### src/rtl/core/bpd_pkg.sv
package bpd_pkg;

	typedef enum logic [3:0] {
		PH_IDLE     = 4'd0,
		PH_COUNT    = 4'd1,
		PH_FSIZE    = 4'd2,
		PH_FHEAD    = 4'd3,
		PH_FDATA    = 4'd4,
		PH_FLAGSCAP = 4'd5,
		PH_FLAGS    = 4'd6,
		PH_CMD      = 4'd7,
		PH_SKIP     = 4'd8,
		PH_EXTSIZE  = 4'd9,
		PH_PAYLOAD  = 4'd10
	} phase_t;

	localparam logic [5:0] SIZE_ESCAPE = 6'h3F;
	localparam int         FLAG_REUSE  = 0;
	localparam int         FLAG_SHORT  = 1;
	localparam logic [7:0] MARKER      = 8'hFF;
	localparam logic [2:0] LONG_SKIP   = 3'd4;
	localparam logic [2:0] SHORT_SKIP  = 3'd1;

	typedef struct packed {
		logic       vld;
		logic [7:0] out_byte;
		logic [7:0] packet_number;
		logic       last_in_packet;
		logic       last_in_batch;
	} res_t;

endpackage

### src/rtl/core/bpd_parse.sv
module bpd_parse (
	input  logic          clk,
	input  logic          arst_n,
	input  logic          en,
	input  logic [7:0]    data_byte,
	input  logic          batch_start,
	output bpd_pkg::res_t res
);

	bpd_pkg::phase_t phase_q, phase_d;
	logic [7:0] packets_left_q, packets_left_d;
	logic [7:0] bytes_left_q, bytes_left_d;
	logic [7:0] saved_command_q, saved_command_d;
	logic [7:0] pending_flags_q, pending_flags_d;
	logic [2:0] skip_count_q, skip_count_d;
	logic [7:0] current_packet_q, current_packet_d;

	logic       emit;
	logic       last;
	logic [7:0] bl_chk;
	logic [2:0] skip_dec;

	assign skip_dec = skip_count_q - 3'd1;

	// result for the request in flight
	always_comb begin
		emit   = 1'b0;
		bl_chk = bytes_left_q;
		case (phase_q)
			bpd_pkg::PH_FHEAD, bpd_pkg::PH_FDATA, bpd_pkg::PH_PAYLOAD: begin
				emit   = 1'b1;
				bl_chk = bytes_left_q - 8'd1;
			end
			bpd_pkg::PH_SKIP: begin
				emit = (skip_dec == 3'd0) && (pending_flags_q[7:2] != bpd_pkg::SIZE_ESCAPE);
			end
			bpd_pkg::PH_EXTSIZE: begin
				emit   = 1'b1;
				bl_chk = data_byte;
			end
			default: begin
				emit = 1'b0;
			end
		endcase
		emit = emit && en && !batch_start;
		last = (bl_chk == 8'd0);

		res.vld            = emit;
		res.out_byte       = (phase_q == bpd_pkg::PH_SKIP || phase_q == bpd_pkg::PH_EXTSIZE) ?
			saved_command_q : data_byte;
		res.packet_number  = current_packet_q;
		res.last_in_packet = last;
		res.last_in_batch  = last && (packets_left_q == 8'd0);
	end

	always_comb begin
		phase_d          = phase_q;
		packets_left_d   = packets_left_q;
		bytes_left_d     = bytes_left_q;
		saved_command_d  = saved_command_q;
		pending_flags_d  = pending_flags_q;
		skip_count_d     = skip_count_q;
		current_packet_d = current_packet_q;
		if (batch_start) begin
			phase_d          = (data_byte == bpd_pkg::MARKER) ? bpd_pkg::PH_COUNT : bpd_pkg::PH_IDLE;
			packets_left_d   = '0;
			bytes_left_d     = '0;
			saved_command_d  = '0;
			pending_flags_d  = '0;
			skip_count_d     = '0;
			current_packet_d = '0;
		end else begin
			case (phase_q)
				bpd_pkg::PH_IDLE: begin
					phase_d = bpd_pkg::PH_IDLE;
				end
				bpd_pkg::PH_COUNT: begin
					packets_left_d = (data_byte > 8'd1) ? data_byte - 8'd1 : 8'd0;
					phase_d        = bpd_pkg::PH_FSIZE;
				end
				bpd_pkg::PH_FSIZE: begin
					current_packet_d = 8'd1;
					if (data_byte == 8'd0) begin
						if (packets_left_q == 8'd0) begin
							phase_d = bpd_pkg::PH_IDLE;
						end else begin
							packets_left_d   = packets_left_q - 8'd1;
							current_packet_d = 8'd2;
							phase_d          = bpd_pkg::PH_FLAGSCAP;
						end
					end else begin
						bytes_left_d = data_byte;
						phase_d      = bpd_pkg::PH_FHEAD;
					end
				end
				bpd_pkg::PH_FHEAD: begin
					saved_command_d = data_byte;
					bytes_left_d    = bl_chk;
					phase_d         = bpd_pkg::PH_FDATA;
				end
				bpd_pkg::PH_FDATA, bpd_pkg::PH_PAYLOAD: begin
					bytes_left_d = bl_chk;
				end
				bpd_pkg::PH_FLAGSCAP, bpd_pkg::PH_FLAGS: begin
					if (phase_q == bpd_pkg::PH_FLAGSCAP) begin
						saved_command_d = data_byte;
					end
					pending_flags_d = data_byte;
					bytes_left_d    = {2'b00, data_byte[7:2]};
					if (data_byte[bpd_pkg::FLAG_REUSE]) begin
						skip_count_d = bpd_pkg::SHORT_SKIP;
						phase_d      = bpd_pkg::PH_SKIP;
					end else begin
						phase_d = bpd_pkg::PH_CMD;
					end
				end
				bpd_pkg::PH_CMD: begin
					saved_command_d = data_byte;
					skip_count_d    = pending_flags_q[bpd_pkg::FLAG_SHORT] ?
						bpd_pkg::SHORT_SKIP : bpd_pkg::LONG_SKIP;
					phase_d         = bpd_pkg::PH_SKIP;
				end
				bpd_pkg::PH_SKIP: begin
					skip_count_d = skip_dec;
					if (skip_dec == 3'd0) begin
						phase_d = (pending_flags_q[7:2] == bpd_pkg::SIZE_ESCAPE) ?
							bpd_pkg::PH_EXTSIZE : bpd_pkg::PH_PAYLOAD;
					end
				end
				bpd_pkg::PH_EXTSIZE: begin
					bytes_left_d = data_byte;
					phase_d      = bpd_pkg::PH_PAYLOAD;
				end
				default: begin
					phase_d = bpd_pkg::PH_IDLE;
				end
			endcase
			// close the sub-packet on its final byte
			if (emit && last) begin
				if (packets_left_q == 8'd0) begin
					phase_d = bpd_pkg::PH_IDLE;
				end else begin
					packets_left_d   = packets_left_q - 8'd1;
					current_packet_d = current_packet_q + 8'd1;
					phase_d          = bpd_pkg::PH_FLAGS;
				end
			end
		end
	end

	always_ff @(posedge clk or negedge arst_n) begin
		if (!arst_n) begin
			phase_q          <= bpd_pkg::PH_IDLE;
			packets_left_q   <= '0;
			bytes_left_q     <= '0;
			saved_command_q  <= '0;
			pending_flags_q  <= '0;
			skip_count_q     <= '0;
			current_packet_q <= '0;
		end else if (en) begin
			phase_q          <= phase_d;
			packets_left_q   <= packets_left_d;
			bytes_left_q     <= bytes_left_d;
			saved_command_q  <= saved_command_d;
			pending_flags_q  <= pending_flags_d;
			skip_count_q     <= skip_count_d;
			current_packet_q <= current_packet_d;
		end
	end

endmodule

### src/rtl/core/bpd_out_stage.sv
module bpd_out_stage (
	input  logic          clk,
	input  logic          arst_n,
	input  logic          en,
	input  bpd_pkg::res_t res,
	output logic          ready,
	output logic          result_valid,
	input  logic          result_stall,
	output logic [7:0]    out_byte,
	output logic [7:0]    packet_number,
	output logic          last_in_packet,
	output logic          last_in_batch
);

	logic       valid_q;
	logic [7:0] byte_q;
	logic [7:0] pkt_q;
	logic       lpkt_q;
	logic       lbat_q;

	assign ready = !valid_q || !result_stall;

	always_ff @(posedge clk or negedge arst_n) begin
		if (!arst_n) begin
			valid_q <= 1'b0;
		end else if (ready) begin
			valid_q <= en && res.vld;
		end
	end

	always_ff @(posedge clk) begin
		if (ready && en && res.vld) begin
			byte_q <= res.out_byte;
			pkt_q  <= res.packet_number;
			lpkt_q <= res.last_in_packet;
			lbat_q <= res.last_in_batch;
		end
	end

	assign result_valid   = valid_q;
	assign out_byte       = byte_q;
	assign packet_number  = pkt_q;
	assign last_in_packet = lpkt_q;
	assign last_in_batch  = lbat_q;

endmodule

### src/rtl/core/batch_packet_deframer.sv
// Splits a byte stream of batch messages into sub-packets, command byte first,
// tagged with packet number and end-of-packet / end-of-batch flags. One byte per
// cycle sustained while result_stall is low: each byte is registered, decoded
// by the header/payload state machine combinationally, and its result (if any)
// lands in an output register; result_stall backs up into item_stall only while
// a byte waits in the input register.
module batch_packet_deframer (
	input  logic       clk,
	input  logic       arst_n,
	input  logic       item_valid,
	output logic       item_stall,
	input  logic [7:0] data_byte,
	input  logic       batch_start,
	output logic       result_valid,
	input  logic       result_stall,
	output logic [7:0] out_byte,
	output logic [7:0] packet_number,
	output logic       last_in_packet,
	output logic       last_in_batch
);

	logic          valid_s1;
	logic [7:0]    data_s1;
	logic          start_s1;
	logic          advance;
	logic          take;
	bpd_pkg::res_t res;

	assign item_stall = valid_s1 && !advance;
	assign take       = item_valid && !item_stall;

	always_ff @(posedge clk or negedge arst_n) begin
		if (!arst_n) begin
			valid_s1 <= 1'b0;
		end else if (take) begin
			valid_s1 <= 1'b1;
		end else if (advance) begin
			valid_s1 <= 1'b0;
		end
	end

	always_ff @(posedge clk) begin
		if (take) begin
			data_s1  <= data_byte;
			start_s1 <= batch_start;
		end
	end

	bpd_parse u_parse (
		.clk         (clk),
		.arst_n      (arst_n),
		.en          (valid_s1 && advance),
		.data_byte   (data_s1),
		.batch_start (start_s1),
		.res         (res)
	);

	bpd_out_stage u_out (
		.clk            (clk),
		.arst_n         (arst_n),
		.en             (valid_s1),
		.res            (res),
		.ready          (advance),
		.result_valid   (result_valid),
		.result_stall   (result_stall),
		.out_byte       (out_byte),
		.packet_number  (packet_number),
		.last_in_packet (last_in_packet),
		.last_in_batch  (last_in_batch)
	);

	a_stall_needs_item: assert property (@(posedge clk) disable iff (!arst_n)
		item_stall |-> (valid_s1 && result_valid && result_stall))
		else $error("input stalled without a blocked result");

	a_batch_end_is_packet_end: assert property (@(posedge clk) disable iff (!arst_n)
		result_valid |-> (!last_in_batch || last_in_packet))
		else $error("batch end without packet end");

	a_packet_number_nonzero: assert property (@(posedge clk) disable iff (!arst_n)
		result_valid |-> (packet_number != 8'd0))
		else $error("result carries packet number zero");

endmodule

### config.mk
export PLATFORM = sky130hd
export DESIGN_NAME = batch_packet_deframer
export DESIGN_NICKNAME = d
export VERILOG_FILES = /design/src/rtl/core/bpd_pkg.sv /design/src/rtl/core/bpd_parse.sv /design/src/rtl/core/bpd_out_stage.sv /design/src/rtl/core/batch_packet_deframer.sv
export SDC_FILE = /design/constraint.sdc
export NUM_CORES = 1
export LEC_CHECK = 0
export ABC_AREA = 1
export CORE_MARGIN = 3
export CORE_UTILIZATION = 25
export DETAILED_ROUTE_END_ITERATION = 12
export DONT_BUFFER_PORTS = 1
export PLACE_DENSITY = 0.43
export SYNTH_ARGS = -nofsm -noshare
export SYNTH_HDL_FRONTEND = slang
export SYNTH_SLANG_ARGS = --single-unit
### constraint.sdc
create_clock -name clk -period 3.9 [get_ports clk]
set_input_delay 0.195 -clock clk [delete_from_list [all_inputs] [get_ports clk]]
set_output_delay 0.195 -clock clk [all_outputs]
set_load 0.005 [all_outputs]
==> results of run 1 <==
==> worst register-to-register path: stages, from the launching register on <==
cell and delay [ns]:
dfrtp_1 0.47, nor2_2 0.18, nand2_1 0.14, a31oi_1 0.22
nand3_1 0.16, a21oi_4 0.50, nand3_2 0.42, inv_2 0.24
nand2_1 0.07, nand3_1 0.07, nand2_1 0.05
==> worst paths after layout <==
path,startpoint,end,cells after the start
min in group clk,data_byte[7],data_s1[7],1
setup / recovery,u_parse.phase_q[1],u_parse.current_packet_q[4],10
hold / removal,arst_n,u_parse.bytes_left_q[5],2
setup reg to reg,u_parse.phase_q[1],u_parse.current_packet_q[4],10
max in group asynchronous,arst_n,u_parse.packets_left_q[1],2
hold reg to reg,u_parse.saved_command_q[2],u_parse.saved_command_q[2],2
==> logic make-up after synthesis <==
| kind of cell | Yosys count | share of synthesized area |
|---|---|---|
| AOI/OAI and AO/OA | 88 | 0.122 |
| xor gates and xnor gates | 18 | 0.0344 |
| adders and majority gates | 8 | 0.0219 |
| buffers and inverters | 82 | 0.0746 |
| DFF | 75 | 0.439 |
| and+or+nand+nor | 312 | 0.307 |
==> final cells by class <==
| cell class | instances | area, um^2 |
|---|---|---|
| clock buffer | 9 | 225 |
| clock inverter | 7 | 80.1 |
| fill | 1891 | 12300 |
| inverter | 66 | 248 |
| multi-input combinational | 426 | 2230 |
| sequential | 75 | 2010 |
| tap | 225 | 282 |
| timing repair buffer | 17 | 178 |
==> state kept, by name, indices dropped and copies added, names as in the netlist <==
signal                    cells
start_s1                      1
u_out.result_valid            1
u_out.last_in_batch           1
data_s1                       8
u_parse.current_packet_q      8
u_parse.saved_command_q       8
u_parse.phase_q               4
u_out.packet_number           8
u_parse.skip_count_q          3
u_parse.packets_left_q        8
valid_s1                      1
u_parse.bytes_left_q          8
u_out.out_byte                8
u_parse.pending_flags_q       7
u_out.last_in_packet          1
==> per-layer routing <==
layer,track usage,up-vias,share of wire
met4,0.0464,0,0.016
met5,0,-,0
li1,-,1980,-
met3,0.0324,15,0.047
met2,0.194,124,0.43
met1,0.194,1902,0.50
==> cell usage in the layout, fill, tap and decap left out, types with 4 or more instances in the layout <==
cell type and n:
inv_1 60, o21ai_0 32, nand2_2 9, o211ai_1 5
inv_2 5, o22ai_1 10, nor3_1 11, dfrtp_1 48
o31ai_1 7, ha_1 8, nand4_1 18, nand3_1 45
a21oi_1 11, nor2_4 5, a31oi_1 5, nor2_2 4
nor2_1 41, nand2_1 171, clkbuf_16 9, buf_4 4
edfxtp_1 27, xor2_1 14, dlygate4sd3_1 12, xnor2_1 4
==> power by group through the flow <==
| stage | clock network [W] | logic, W | registers (W) |
|---|---|---|---|
| after floorplan | 0 | 0.000187 | 0.000895 |
| after global placement | 0 | 0.000241 | 0.000914 |
| after detailed placement | 0 | 0.000241 | 0.000915 |
| after CTS | 0.000906 | 0.000266 | 0.000899 |
| after global routing | 0.000945 | 0.000301 | 0.000904 |
| final | 0.000879 | 0.000266 | 0.000900 |
==> per-stage QoR <==
| stage | area [um^2] | setup slack (ns) | total power, W | cells |
|---|---|---|---|---|
| 2_1_floorplan | 4580 | 1.86 | 0.00108 | 583 |
| 3_5_place_dp | 4800 | 1.20 | 0.00116 | 796 |
| 6_report | 5250 | 1.27 | 0.00204 | 825 |
| 3_3_place_gp | 4800 | 1.33 | 0.00116 | 796 |
| 4_1_cts | 5250 | 1.19 | 0.00207 | 825 |
| 5_1_grt | 5250 | 0.875 | 0.00215 | 825 |
==> run metrics, run 1 <==
run status=complete, no violations; routability cong.=about 0.84; vias per cell=around 4.9; clk buf depth=2; I/O Buffers=0; fin crit share=0.675; clk_lat worst skew=~0.35 ns; total of max-cap violations=0; Yosys reg bits=75; # IOs=33; leading area contributor after synthesis=dfrtp_1; min cycle time layout=2.63 ns; ys flop type=dfrtp_1; Comb power frac=0.130; upper clock frequency limit=roughly 380 MHz; Mapped Nets=~600; Die Y-Extent=~140 um; largest net degree at the start of global routing=slightly below 50; Post-synth top cells=nand2_1, inv_1, dfrtp_1; Post-Syn Instances=approximately 600; GR Overflow Total=0; kind of critical path=flip-flop to flip-flop; Min Hold Slack=roughly 0.38 ns; CTS resizes=0; ys async rst share=0.640; clock slew at reported path FFs=approximately 0.060 ns; gr usage total=0.134; hold_buf cts=13; Ant. Diodes=0; Yosys warning total=0; sequential fraction of the synthesis area=0.439; Final HPWL DP=slightly above 9 mm; starting density of the core=0.260; nets=616; sum of routed wire length over all layers=around 13 mm; Area Overhead vs Synth=14.6%; CTS tree=built; critical path's slowest cell=a21oi_4; Post-DRT Antenna Nets=0; DRT Pass-1 Iters=5; Worst Path Required=roughly 4.1 ns; register share of total power=0.440; layout cells sized above 1=0.0883; final hold viol count=0; number of H-tree levels=3; Die Wd=roughly 140 um; Max Slew Vio Count=0; number of setup buffers added after CTS=0; Max FO, Critical Path=16; DR iter-0 viols=approximately 360; r2r setup slk=1.27 ns; first-pass GRT wire length=around 21 mm; leak pwr=2.39 nW; number of CTS-inserted buffers=9; Max IR drop VDD=207 uV; row count=between 40 and 50; CP cell instances=nor2_2, nand2_1, a31oi_1, nand3_1, a21oi_4, nand3_2, inv_2, nand2_1, nand3_1, nand2_1; initial antenna violation count=0; Avg Inst Size Synth=7.85 um^2; min-delay worst type=input port to asynchronous set/reset pin; Core Area=~0.018 mm^2; switching share of power=0.293; Die Area=0.0200 mm^2; delay-heaviest family, CP=simple AND/OR/NAND/NOR gates; count of cell types in the netlist=44; relative slew slack=0.294; top-count cell post-synth=nand2_1; residual DRC count=0; internal power=~0.0014 W; DR WL/cell=15.8 um; synth top area cells=dfrtp_1, edfxtp_1, nand2_1; Pwr Density=a little under 400 mW/mm^2; cell area after synthesis=approximately 0.0046 mm^2; Final setup viols=0; cell mode on critical path=nand2_1; Worst Path Arrival=about 2.9 ns; Vias=just over 4,000; via count of the first global-routing pass=roughly 3,800; Root Buffer=clkbuf_16; Final Core Density=0.298; setup TNS=0 ns; number of synthesized flops with an enable pin=27; Sw Pwr=approximately 0.00060 W; Worst setup SP type=flip-flop; Critical Path Sink Type=flip-flop; CP bufs+invs=1; worst stage delay on the critical path=about 0.5 ns; CTS Sinks=75; final clock skew=about 0.0079 ns; RSZ-0062 raised after global routing=false; actual slew at the worst max-slew pin=approximately 1.1 ns; Clk pwr share=0.430; top-area cell type share of the netlist area=0.262
No activity file was read; power rests on OpenSTA's default activity.
==> run 2: changes to the inputs <==
--- a/config.mk
+++ b/config.mk
@@ -10,7 +10,7 @@
 export CORE_UTILIZATION = 25
 export DETAILED_ROUTE_END_ITERATION = 12
 export DONT_BUFFER_PORTS = 1
-export PLACE_DENSITY = 0.43
+export PLACE_DENSITY = 0.45
 export SYNTH_ARGS = -nofsm -noshare
 export SYNTH_HDL_FRONTEND = slang
 export SYNTH_SLANG_ARGS = --single-unit
==> constraint.sdc (replaced) <==
create_clock -name clk -period 2.23 [get_ports clk]
set_input_delay 0.1115 -clock clk [delete_from_list [all_inputs] [get_ports clk]]
set_output_delay 0.1115 -clock clk [all_outputs]
set_load 0.005 [all_outputs]
==> run 2 against run 1 <==
Compared with the run above: cell count up 6.1%; wire length up 5.1%; largest power group unchanged; cell area up 9.5%; clock power up 66%; sequential power up 72%; non-clock buffer count up 49.
==> run metrics, run 2 (same netlist as run 1, synthesis figures left out) <==
Worst Path Arrival=2.38 ns (-0.49 ns); clock slew at reported path FFs=0.06 ns (about the same); WP depth=11 (+1); FILL cells=1,851 (-2.1%); Vias=4,173 (+3.8%); Pwr Density=628 mW/mm^2 (+61%); Max IR drop VDD=403 uV (+95%); actual slew at the worst max-slew pin=0.378 ns (-0.675 ns); sum of routed wire length over all layers=13.7 mm (+5.1%); fin crit share=0.942 (+0.266); Max Slew Vio Count=0 (unchanged); relative slew slack=0.746 (+0.452); total of max-cap violations=0 (unchanged); CP cell instances=inv_2, nor2_4, nand2_1, a31oi_2, nand3_1, a21oi_4, buf_12, nand3_4, nand2_1, nand3_1, nand2_1; Root Buffer=clkbuf_16; Core Area=0.0176 mm^2 (unchanged); first-pass GRT wire length=22.1 mm (+5.4%); clk_lat worst skew=0.34 ns (about the same); Die Y-Extent=141 um (unchanged); R2R Path End=u_parse.packets_left_q[7]; crit path to=u_parse.packets_left_q[7]; CTS Sinks=75 (unchanged); Area Overhead vs Synth=25.6%; Worst setup SP type=flip-flop; r2r setup slk=0.13 ns (-1.14 ns); delay-heaviest family, CP=simple AND/OR/NAND/NOR gates; min cycle time layout=2.10 ns (-0.535 ns); reg2reg start=u_parse.phase_q[3]; kind of critical path=flip-flop to flip-flop; Min Hold Slack=0.284 ns (-0.0964 ns); starting density of the core=0.260 (unchanged); vias per cell=4.77 (-2.2%); Die Wd=141 um (unchanged); worst stage delay on the critical path=0.44 ns (-0.06 ns); Critical Path Sink Type=flip-flop; critical path's slowest cell=dfrtp_2; Worst Path Required=2.51 ns (-1.63 ns); nets=666 (+8.1%); internal power=0.00262 W (+81%); Clk pwr share=0.405 (-0.025); residual DRC count=0 (unchanged); register share of total power=0.428 (-0.012); Sw Pwr=0.000995 W (+66%); Comb power frac=0.167 (+0.037); number of CTS-inserted buffers=9 (unchanged); min-delay worst type=input port to asynchronous set/reset pin; Max FO, Critical Path=22 (+6); final clock skew=0.0126 ns (+0.00461 ns); leak pwr=2.67 nW (+11%); routability cong.=0.937 (+11%); most frequent cells in the layout=nand2_1, inv_1, buf_4; Die Area=0.0200 mm^2 (unchanged); DR iter-0 viols=202 (-43%); gr usage total=0.139 (+0.00543); clk buf depth=2 (unchanged); final hold viol count=0 (unchanged); row count=48 (unchanged); DRT Pass-1 Iters=4 (-1); initial antenna violation count=0 (unchanged); setup TNS=0 ns (unchanged); Final setup viols=0 (unchanged); I/O Buffers=0 (unchanged); run status=complete, no violations; CTS tree=built; number of H-tree levels=3 (unchanged); crit path launch=u_parse.phase_q[3]; via count of the first global-routing pass=4,230 (+12%); Post-DRT Antenna Nets=0 (unchanged); commonest non-fill, non-tap cell in the layout=nand2_1; switching share of power=0.275 (-0.0173); Ant. Diodes=0 (unchanged); upper clock frequency limit=476 MHz (+25%); # IOs=33 (unchanged); largest net degree at the start of global routing=49 (unchanged); layout cells sized above 1=0.195 (+0.107); DR WL/cell=15.6 um (-0.91%); GR Overflow Total=0 (unchanged); cell mode on critical path=nand2_1; worst-case reg-to-reg path depth=11 (+1); Final HPWL DP=9.89 mm (+6.3%); CP bufs+invs=2 (+1)
run 2: per-layer routing:
metal / track usage / vias up / share of wire
met5: 0 / - / 0
met2: 0.211 / 101 / 0.45
met4: 0.0637 / 0 / 0.023
met1: 0.196 / 1959 / 0.49
li1: - / 2090 / -
met3: 0.0209 / 23 / 0.037
run 2: worst min-delay path by stage:
stage / cells after the start / endpoint / startpoint
floorplan: 0 / u_out.result_valid / arst_n
global placement: 0 / u_parse.bytes_left_q[0] / arst_n
detailed placement: 0 / valid_s1 / arst_n
CTS: 2 / u_parse.bytes_left_q[0] / arst_n
global route: 2 / u_parse.bytes_left_q[0] / arst_n
finish: 2 / u_parse.bytes_left_q[1] / arst_n
run 2: power by group through the flow:
stage	clock network (W)	registers, W	logic (W)
after detailed placement	0	0.00157	0.000519
after CTS	0.00151	0.00154	0.000572
after floorplan	0	0.00157	0.000327
final	0.00146	0.00155	0.000604
after global placement	0	0.00157	0.000520
after global routing	0.00156	0.00155	0.000678
run 2: layout make-up:
| type | count | area [um^2] | area share |
|---|---|---|---|
| clock buffer | 12 | 246 | 0.0429 |
| clock inverter | 4 | 50.0 | 0.00870 |
| inverter | 66 | 250 | 0.0435 |
| multi-input combinational | 427 | 2330 | 0.406 |
| sequential | 75 | 2020 | 0.351 |
| tap | 225 | 282 | 0.0490 |
| timing repair buffer | 66 | 569 | 0.0990 |
run 2: stage by stage:
stage / power, W / setup slack [ns] / utilization / std cells / cell area [um^2]
2_1_floorplan: 0.00189 / 0.186 / - / 583 / 4580
3_3_place_gp: 0.00209 / -0.0380 / 0.290 / 837 / 5100
3_5_place_dp: 0.00209 / 0.000254 / 0.290 / 837 / 5100
4_1_cts: 0.00363 / 0.00641 / 0.316 / 867 / 5570
5_1_grt: 0.00379 / -0.0245 / 0.327 / 875 / 5750
6_report: 0.00361 / 0.130 / 0.327 / 875 / 5750
run 2: timing repair:
| action | CTS | global route |
|---|---|---|
| cloned | 0 | 1 |
| resized for setup | 2 | 39 |
| endpoints found under the setup margin | 14 | 27 |
| pin swaps | 1 | 5 |
| endpoints found under the hold margin | 59 | 0 |
| hold buffers | 13 | 0 |
| buffers inserted | 1 | 7 |
